### src/sv/assert_macros.svh
// assertion macros for the rtl, included by motion_vector_change_detector.sv
// no dependencies
`ifndef ASSERT_MACROS_SVH
`define ASSERT_MACROS_SVH

// a implies b on every clock edge outside reset
`define ASSERT_IMPLIES(label, clk, rst_n, a, b, msg) \
    label: assert property (@(posedge clk) disable iff (!(rst_n)) (a) |-> (b)) \
        else $error(msg);

// a implies b in the next cycle
`define ASSERT_NEXT(label, clk, rst_n, a, b, msg) \
    label: assert property (@(posedge clk) disable iff (!(rst_n)) (a) |=> (b)) \
        else $error(msg);

`endif

### src/sv/mvcd_pkg.sv
// package for the motion vector change detector: widths, codes, shared types
// no dependencies
`timescale 1ns / 1ps
`default_nettype none

package mvcd_pkg;

    localparam int MaxBlocks = 8192;
    localparam int CountW = 15;
    localparam int RunW = 8;
    localparam int ByteW = 8;
    localparam int CfgIdxW = 3;
    localparam int CfgDataW = 15;

    localparam int CountCapInt = (2 * MaxBlocks < 32767) ? 2 * MaxBlocks : 32767;
    localparam logic [CountW-1:0] COUNT_CAP = CountW'(CountCapInt);
    localparam logic [ByteW-1:0] NOISE_TOP = 8'd255;
    localparam logic [RunW-1:0] RUN_MAX = 8'd255;

    localparam logic [CfgIdxW-1:0] REG_DETECT_ENABLE = 3'd0;
    localparam logic [CfgIdxW-1:0] REG_MASK_ENABLE = 3'd1;
    localparam logic [CfgIdxW-1:0] REG_NOISE_LEVEL = 3'd2;
    localparam logic [CfgIdxW-1:0] REG_CHANGE_THRESHOLD = 3'd3;
    localparam logic [CfgIdxW-1:0] REG_START_FRAMES = 3'd4;
    localparam logic [CfgIdxW-1:0] REG_STOP_FRAMES = 3'd5;

    localparam logic [1:0] EV_NONE = 2'd0;
    localparam logic [1:0] EV_START = 2'd1;
    localparam logic [1:0] EV_STOP = 2'd2;

    typedef struct packed {
        logic       active;
        logic [1:0] event_code;
    } t_motion_status;

    typedef struct packed {
        logic [CountW-1:0] change_threshold;
        logic [RunW-1:0]   start_frames;
        logic [RunW-1:0]   stop_frames;
    } t_fsm_cfg;

endpackage

`default_nettype wire

### src/sv/mvcd_motion_fsm.sv
// idle/motion state machine with its consecutive-frame run counter
// depends on mvcd_pkg
`timescale 1ns / 1ps
`default_nettype none

module mvcd_motion_fsm (
    input  wire logic                        i_clk,
    input  wire logic                        i_rst_n,
    input  wire logic                        i_frame_end,
    input  wire logic [mvcd_pkg::CountW-1:0] i_total,
    input  wire mvcd_pkg::t_fsm_cfg          i_cfg,
    output mvcd_pkg::t_motion_status         o_status
);

    logic                      r_in_motion;
    logic                      n_in_motion;
    logic [mvcd_pkg::RunW-1:0] r_run_frames;
    logic [mvcd_pkg::RunW-1:0] n_run_frames;
    logic [mvcd_pkg::RunW-1:0] run_inc;
    logic [mvcd_pkg::RunW-1:0] target;
    logic                      qualifies;
    logic [1:0]                event_code;

    always_comb begin
        qualifies = r_in_motion ? (i_total < i_cfg.change_threshold)
                                : (i_total >= i_cfg.change_threshold);
        run_inc = (r_run_frames < mvcd_pkg::RUN_MAX) ? r_run_frames + 1'b1 : r_run_frames;
        target = r_in_motion ? i_cfg.stop_frames : i_cfg.start_frames;
        n_in_motion = r_in_motion;
        n_run_frames = r_run_frames;
        event_code = mvcd_pkg::EV_NONE;
        if (i_frame_end) begin
            if (qualifies) begin
                if (run_inc >= target) begin
                    event_code = r_in_motion ? mvcd_pkg::EV_STOP : mvcd_pkg::EV_START;
                    n_run_frames = '0;
                    n_in_motion = ~r_in_motion;
                end else begin
                    n_run_frames = run_inc;
                end
            end else begin
                n_run_frames = '0;
            end
        end
        o_status.active = n_in_motion;
        o_status.event_code = event_code;
    end

    always_ff @(posedge i_clk) begin
        if (!i_rst_n) begin
            r_in_motion <= 1'b0;
            r_run_frames <= '0;
        end else begin
            r_in_motion <= n_in_motion;
            r_run_frames <= n_run_frames;
        end
    end

endmodule

`default_nettype wire

### src/sv/motion_vector_change_detector.sv
// an accepted item is held in the input register; a frame result then goes to the result register
// throughput: one item per cycle; an item with a result waits only while the result
// register is full and not being taken
// reset: synchronous active low; clears config registers, frame count, run counter, state, valids
// depends on mvcd_pkg, mvcd_motion_fsm and assert_macros.svh
`timescale 1ns / 1ps
`default_nettype none
`include "assert_macros.svh"

module motion_vector_change_detector (
    input  wire logic                          i_clk,
    input  wire logic                          i_rst_n,
    input  wire logic                          i_in_valid,
    output logic                               o_in_ready,
    input  wire logic [mvcd_pkg::ByteW-1:0]    i_vec_x,
    input  wire logic [mvcd_pkg::ByteW-1:0]    i_vec_y,
    input  wire logic                          i_mask_bit,
    input  wire logic                          i_end_of_frame,
    output logic                               o_out_valid,
    input  wire logic                          i_out_ready,
    output logic [mvcd_pkg::CountW-1:0]        o_change_count,
    output logic                               o_motion_active,
    output logic [1:0]                         o_motion_event,
    input  wire logic                          i_cfg_valid,
    output logic                               o_cfg_ready,
    input  wire logic [mvcd_pkg::CfgIdxW-1:0]  i_cfg_index,
    input  wire logic [mvcd_pkg::CfgDataW-1:0] i_cfg_data
);

    // configuration registers
    logic                        r_detect_enable;
    logic                        r_mask_enable;
    logic [mvcd_pkg::ByteW-1:0]  r_noise_level;
    logic [mvcd_pkg::CountW-1:0] r_change_threshold;
    logic [mvcd_pkg::RunW-1:0]   r_start_frames;
    logic [mvcd_pkg::RunW-1:0]   r_stop_frames;

    // input register
    logic                        r_in_valid;
    logic [mvcd_pkg::ByteW-1:0]  r_vec_x;
    logic [mvcd_pkg::ByteW-1:0]  r_vec_y;
    logic                        r_mask_bit;
    logic                        r_end_of_frame;

    // frame count and result register
    logic [mvcd_pkg::CountW-1:0] r_frame_changes;
    logic [mvcd_pkg::CountW-1:0] n_frame_changes;
    logic                        r_out_valid;
    logic [mvcd_pkg::CountW-1:0] r_change_count;
    logic                        r_motion_active;
    logic [1:0]                  r_motion_event;

    logic [mvcd_pkg::ByteW-1:0]  band_high;
    logic                        x_in_band;
    logic                        y_in_band;
    logic                        block_on;
    logic [mvcd_pkg::CountW:0]   sum;
    logic [mvcd_pkg::CountW-1:0] total;
    logic                        has_result;
    logic                        advance;
    logic                        frame_end;
    mvcd_pkg::t_fsm_cfg          fsm_cfg;
    mvcd_pkg::t_motion_status    status;

    assign o_cfg_ready = 1'b1;

    always_ff @(posedge i_clk) begin
        if (!i_rst_n) begin
            r_detect_enable <= 1'b0;
            r_mask_enable <= 1'b0;
            r_noise_level <= '0;
            r_change_threshold <= '0;
            r_start_frames <= '0;
            r_stop_frames <= '0;
        end else if (i_cfg_valid) begin
            unique case (i_cfg_index)
                mvcd_pkg::REG_DETECT_ENABLE:    r_detect_enable <= i_cfg_data[0];
                mvcd_pkg::REG_MASK_ENABLE:      r_mask_enable <= i_cfg_data[0];
                mvcd_pkg::REG_NOISE_LEVEL:      r_noise_level <= i_cfg_data[7:0];
                mvcd_pkg::REG_CHANGE_THRESHOLD: r_change_threshold <= i_cfg_data;
                mvcd_pkg::REG_START_FRAMES:     r_start_frames <= i_cfg_data[7:0];
                mvcd_pkg::REG_STOP_FRAMES:      r_stop_frames <= i_cfg_data[7:0];
                default: ;
            endcase
        end
    end

    // band test and running count
    always_comb begin
        band_high = mvcd_pkg::NOISE_TOP - r_noise_level;
        x_in_band = (r_vec_x > r_noise_level) && (r_vec_x < band_high);
        y_in_band = (r_vec_y > r_noise_level) && (r_vec_y < band_high);
        block_on = !r_mask_enable || r_mask_bit;
        sum = {1'b0, r_frame_changes};
        if (block_on) begin
            sum = sum + (mvcd_pkg::CountW + 1)'(x_in_band) + (mvcd_pkg::CountW + 1)'(y_in_band);
        end
        total = (sum > {1'b0, mvcd_pkg::COUNT_CAP}) ? mvcd_pkg::COUNT_CAP
                                                    : sum[mvcd_pkg::CountW-1:0];
        has_result = r_detect_enable && r_end_of_frame;
        advance = r_in_valid && (!has_result || !r_out_valid || i_out_ready);
        frame_end = advance && has_result;
        n_frame_changes = r_frame_changes;
        if (advance) begin
            if (!r_detect_enable || r_end_of_frame) begin
                n_frame_changes = '0;
            end else begin
                n_frame_changes = total;
            end
        end
    end

    assign o_in_ready = !r_in_valid || advance;

    always_comb begin
        fsm_cfg.change_threshold = r_change_threshold;
        fsm_cfg.start_frames = r_start_frames;
        fsm_cfg.stop_frames = r_stop_frames;
    end

    mvcd_motion_fsm u_fsm (
        .i_clk       (i_clk),
        .i_rst_n     (i_rst_n),
        .i_frame_end (frame_end),
        .i_total     (total),
        .i_cfg       (fsm_cfg),
        .o_status    (status)
    );

    always_ff @(posedge i_clk) begin
        if (!i_rst_n) begin
            r_in_valid <= 1'b0;
            r_out_valid <= 1'b0;
            r_frame_changes <= '0;
        end else begin
            if (i_in_valid && o_in_ready) begin
                r_in_valid <= 1'b1;
            end else if (advance) begin
                r_in_valid <= 1'b0;
            end
            if (frame_end) begin
                r_out_valid <= 1'b1;
            end else if (i_out_ready) begin
                r_out_valid <= 1'b0;
            end
            r_frame_changes <= n_frame_changes;
        end
    end

    always_ff @(posedge i_clk) begin
        if (i_in_valid && o_in_ready) begin
            r_vec_x <= i_vec_x;
            r_vec_y <= i_vec_y;
            r_mask_bit <= i_mask_bit;
            r_end_of_frame <= i_end_of_frame;
        end
        if (frame_end) begin
            r_change_count <= total;
            r_motion_active <= status.active;
            r_motion_event <= status.event_code;
        end
    end

    assign o_out_valid = r_out_valid;
    assign o_change_count = r_change_count;
    assign o_motion_active = r_motion_active;
    assign o_motion_event = r_motion_event;

    `ASSERT_IMPLIES(a_start_sets_active, i_clk, i_rst_n,
        o_out_valid && (o_motion_event == mvcd_pkg::EV_START), o_motion_active,
        "start event without motion state")
    `ASSERT_IMPLIES(a_stop_clears_active, i_clk, i_rst_n,
        o_out_valid && (o_motion_event == mvcd_pkg::EV_STOP), !o_motion_active,
        "stop event while still in motion")
    `ASSERT_IMPLIES(a_count_capped, i_clk, i_rst_n,
        r_in_valid, r_frame_changes <= mvcd_pkg::COUNT_CAP,
        "frame count above cap")
    `ASSERT_NEXT(a_disabled_clears_count, i_clk, i_rst_n,
        advance && !r_detect_enable, r_frame_changes == '0,
        "frame count kept while detection disabled")

endmodule

`default_nettype wire

### config.mk
export PLATFORM = sky130hd
export DESIGN_NAME = motion_vector_change_detector
export DESIGN_NICKNAME = d
export VERILOG_FILES = /design/src/sv/mvcd_pkg.sv /design/src/sv/mvcd_motion_fsm.sv /design/src/sv/motion_vector_change_detector.sv
export VERILOG_INCLUDE_DIRS = /design/src /design/src/sv
export SDC_FILE = /design/constraint.sdc
export NUM_CORES = 1
export LEC_CHECK = 0
export BUFFER_PORTS_ARGS = -buffer_cell sky130_fd_sc_hd__clkbuf_2
export CORE_MARGIN = 2
export CORE_UTILIZATION = 35
export CTS_CLUSTER_SIZE = 8
export DETAILED_ROUTE_END_ITERATION = 12
export PLACE_DENSITY = 0.6
export SYNTH_ARGS = -nofsm -noshare
export SYNTH_HDL_FRONTEND = slang
export SYNTH_HIERARCHICAL = 1
export SYNTH_SLANG_ARGS = --single-unit
### constraint.sdc
create_clock -name i_clk -period 4.5 [get_ports i_clk]
set_input_delay 0.225 -clock i_clk [delete_from_list [all_inputs] [get_ports i_clk]]
set_output_delay 0.225 -clock i_clk [all_outputs]
set_load 0.02 [all_outputs]
==> results.cfg <==
[job]
drv_cap = 0

[cells_and_area]
layout.cells.non_filler = 978
seqCellArea_sq_um = 2420
drive_gt1_frac = 0.281
final_cell_mix = nand2_1 (108), dfxtp_1 (66), a21oi_1 (63), buf_4 (63), clkbuf_2 (60)
syn2layout_area_growth_pct = 27.6
nets = 854
mostFrequentLayoutCell = nand2_1
diodes = 0
nFillCells = 1564
multi_input_area_sq_um = 3480

[floorplanning]
die_area_sq_um = 17900
start_util = 0.356
coreArea_sq_um = 16500
ioPinCount = 62
num_rows = 47
fp.dieH_um = 134
fp.dieW_um = 134

[yosys]
syn_area_sq_um = 5880
netlist_instances = 643
synth-edff-count = 36
async_flop_share = 0
ys_ff_latch = 103
ys_seq_area_frac = 0.412
synth_warnings = 6
yosysUniqueCellTypes = 67
avgSynthCellArea_sq_um = 9.15
synth_top_flop_cell = dfxtp_1
synth_nets = 744

[clock_tree]
clk_pin_slew_ns = 0.08
cts_tree = yes
cts-htree-levels = 3
root_buffer = clkbuf_16
cts_buffers = 9
clk_latency_ns = 0.36
clock_sinks = 103
hold_buffers = 0
cts_buffer_depth = 2

[sta]
relSlewSlack = 0.395
drv_slew = 0
fin_setup_tns_ns = -5.52
min_period_over_period = 1.12
tightest_slew_ns = 0.901
finalHoldViolations = 0
rsz0062_at_grt = true
max_freq_mhz = 199
finalWorstSetupSlack_ns = -0.535
fin_worst_skew_ns = 0.0106
min_period_ns = 5.03
setup_violations = 12

[worst_setup_path]
critPathCaptureType = flip-flop
r2r_start = r_vec_x[1]$_DFFE_PP_
worstPathMaxFanout = 8
cp-startpoint = r_vec_x[1]$_DFFE_PP_
arrival_ns = 5.15
criticalPathCategory = reg -> reg
required_ns = 4.61
startpoint_type = flip-flop

[placement]
numPortBuffers = 60
hpwl_mm = 11.0
placedCellCount = 947
gp_congestion = 0.872

[routing]
wl_per_cell_um = 15.1
antenna_left = 0
drt_iter0_markers = 325
vias = 5012
firstDrtPassIters = 5
via_per_inst = 5.12
wl_mm = 14.8
route.detailed.drc = 0

[global_routing]
antenna_found_initial = 0
grt_max_degree = 53
grt-ovfl-total = 0
gr-usage-all-layers = 0.169
grt_pass1_vias = 4877
grt_pass1_wl_mm = 23.9

[hold_path]
hold_path_class = in -> reg
holdCritStartpoint = i_vec_x[0]

[outcome]
failed_checks = negative setup slack
status = finished, violations left

[pwr]
power_density_nw_per_um2 = 285
p_leak_nw = 2.96
peakVddDrop_uv = 266
-- final timing paths --
kind                                    endpoint  slack [ns]  depth (start not counted)
setup / recovery     o_motion_event[1]$_DFFE_PP_       -0.53                         26
hold / removal              r_vec_x[0]$_DFFE_PP_        0.03                          1
setup reg to reg     o_motion_event[1]$_DFFE_PP_       -0.53                         26
hold reg to reg   r_start_frames[0]$_SDFFE_PN0P_        0.46                          2
-- synth_stat cells (3+ instances only) --
library cell	number	area, sq um
inv_1	41	154
edfxtp_1	36	1080
or2_2	5	31.3
xnor2_1	8	70.1
o22ai_1	3	18.8
a2111oi_2	3	45.0
a31oi_1	6	37.5
nand2_1	108	405
o21ai_0	7	35.0
o21a_1	7	52.6
nor2_1	27	101
a41oi_1	7	61.3
and3_1	6	37.5
nand2b_1	8	50.1
o21bai_1	6	45.0
o211ai_1	3	22.5
and2_1	8	50.1
nand4_1	11	68.8
a21oi_1	76	380
nor2b_1	7	43.8
nor3_1	5	25.0
ha_1	59	738
clkbuf_1	16	60.1
and4_1	3	26.3
a211o_1	3	26.3
buf_4	6	45.0
nand3_1	17	85.1
a2111oi_0	3	26.3
mux2i_1	10	100
o41ai_1	3	26.3
dfxtp_1	67	1340
or3_1	7	43.8
a21o_1	11	82.6
buf_2	5	25.0
-- routing by layer --
metal | global-route usage | vias up | share of wire
met2 | 0.275 | 112 | 0.47
met3 | 0.0282 | 25 | 0.036
li1 | - | 2503 | -
met4 | 0.0833 | 0 | 0.028
met1 | 0.217 | 2372 | 0.46
met5 | 0 | - | 0
-- stage by stage --
stage          area [sq um]  total power [mW]  utilization  setup WS, ns  hold WS (ns)
2_1_floorplan          5920              1.16            -       -0.0900         0.324
3_3_place_gp           6750              1.24        0.408        -0.500         0.403
3_5_place_dp           6750              1.25        0.408        -0.719         0.404
4_1_cts                7300              2.13        0.442        -0.518        0.0239
5_1_grt                7510              2.23        0.454        -0.780        0.0327
6_report               7510              2.14        0.454        -0.535        0.0340
-- logic make-up after synthesis --
family | count (synthesis) | synth area share
AOI/OAI and AO/OA | 158 | 0.180
xor gates and xnor gates | 10 | 0.0149
adders and majority gates | 60 | 0.129
buffers and inverters | 73 | 0.0530
DFF | 103 | 0.412
muxes | 12 | 0.0209
other | 1 | 0.000638
and+or+nand+nor | 226 | 0.190
-- area by class of cell --
type	count	share of cell area
Multi-Input combinational cell	468	0.463
Sequential cell	103	0.323
Timing Repair Buffer	129	0.113
Tap cell	220	0.0367
Clock buffer	9	0.0300
Inverter	42	0.0212
Clock inverter	7	0.0135
-- worst max-delay path, stage by stage (launching register included) --
cell      delay, ns
edfxtp_1       0.45
ha_4           0.30
o21bai_1       0.07
a21oi_1        0.16
o21bai_1       0.09
a21oi_1        0.15
o21bai_1       0.09
a211o_1        0.27
a21oi_2        0.13
fa_2           0.27
buf_6          0.11
nand4_1        0.11
buf_6          0.17
buf_6          0.10
o41a_1         0.33
a41oi_2        0.22
a221oi_4       0.06
a31oi_4        0.24
buf_8          0.17
a21oi_4        0.05
ha_4           0.27
nand4_1        0.16
a21oi_2        0.17
o21ai_2        0.08
buf_6          0.14
a21o_4         0.22
and4_1         0.19
-- sequential cells by signal (all words and copies together), names as in the netlist --
| name | cells |
|---|---|
| o_change_count | 15 |
| o_motion_active | 1 |
| o_motion_event | 2 |
| o_out_valid | 1 |
| r_change_threshold | 15 |
| r_detect_enable | 1 |
| r_end_of_frame | 1 |
| r_frame_changes | 15 |
| r_in_valid | 1 |
| r_mask_bit | 1 |
| r_mask_enable | 1 |
| r_noise_level | 8 |
| r_start_frames | 8 |
| r_stop_frames | 8 |
| r_vec_x | 8 |
| r_vec_y | 8 |
| u_fsm/r_in_motion | 1 |
| u_fsm/r_run_frames | 8 |
-- what timing repair did --
action / 4_1_cts / 5_1_grt
pin swaps: 16 / 21
cloned: 1 / 0
gates resized for setup: 26 / 34
setup buffers: 10 / 4
setup endpoints to repair: 12 / 23
-- power breakdown --
| group | switching (mW) | internal (mW) |
|---|---|---|
| Combinational | 0.151 | 0.129 |
| Sequential | 0.0141 | 0.984 |
| Clock | 0.370 | 0.494 |
No activity file was read; power rests on OpenSTA's default activity.
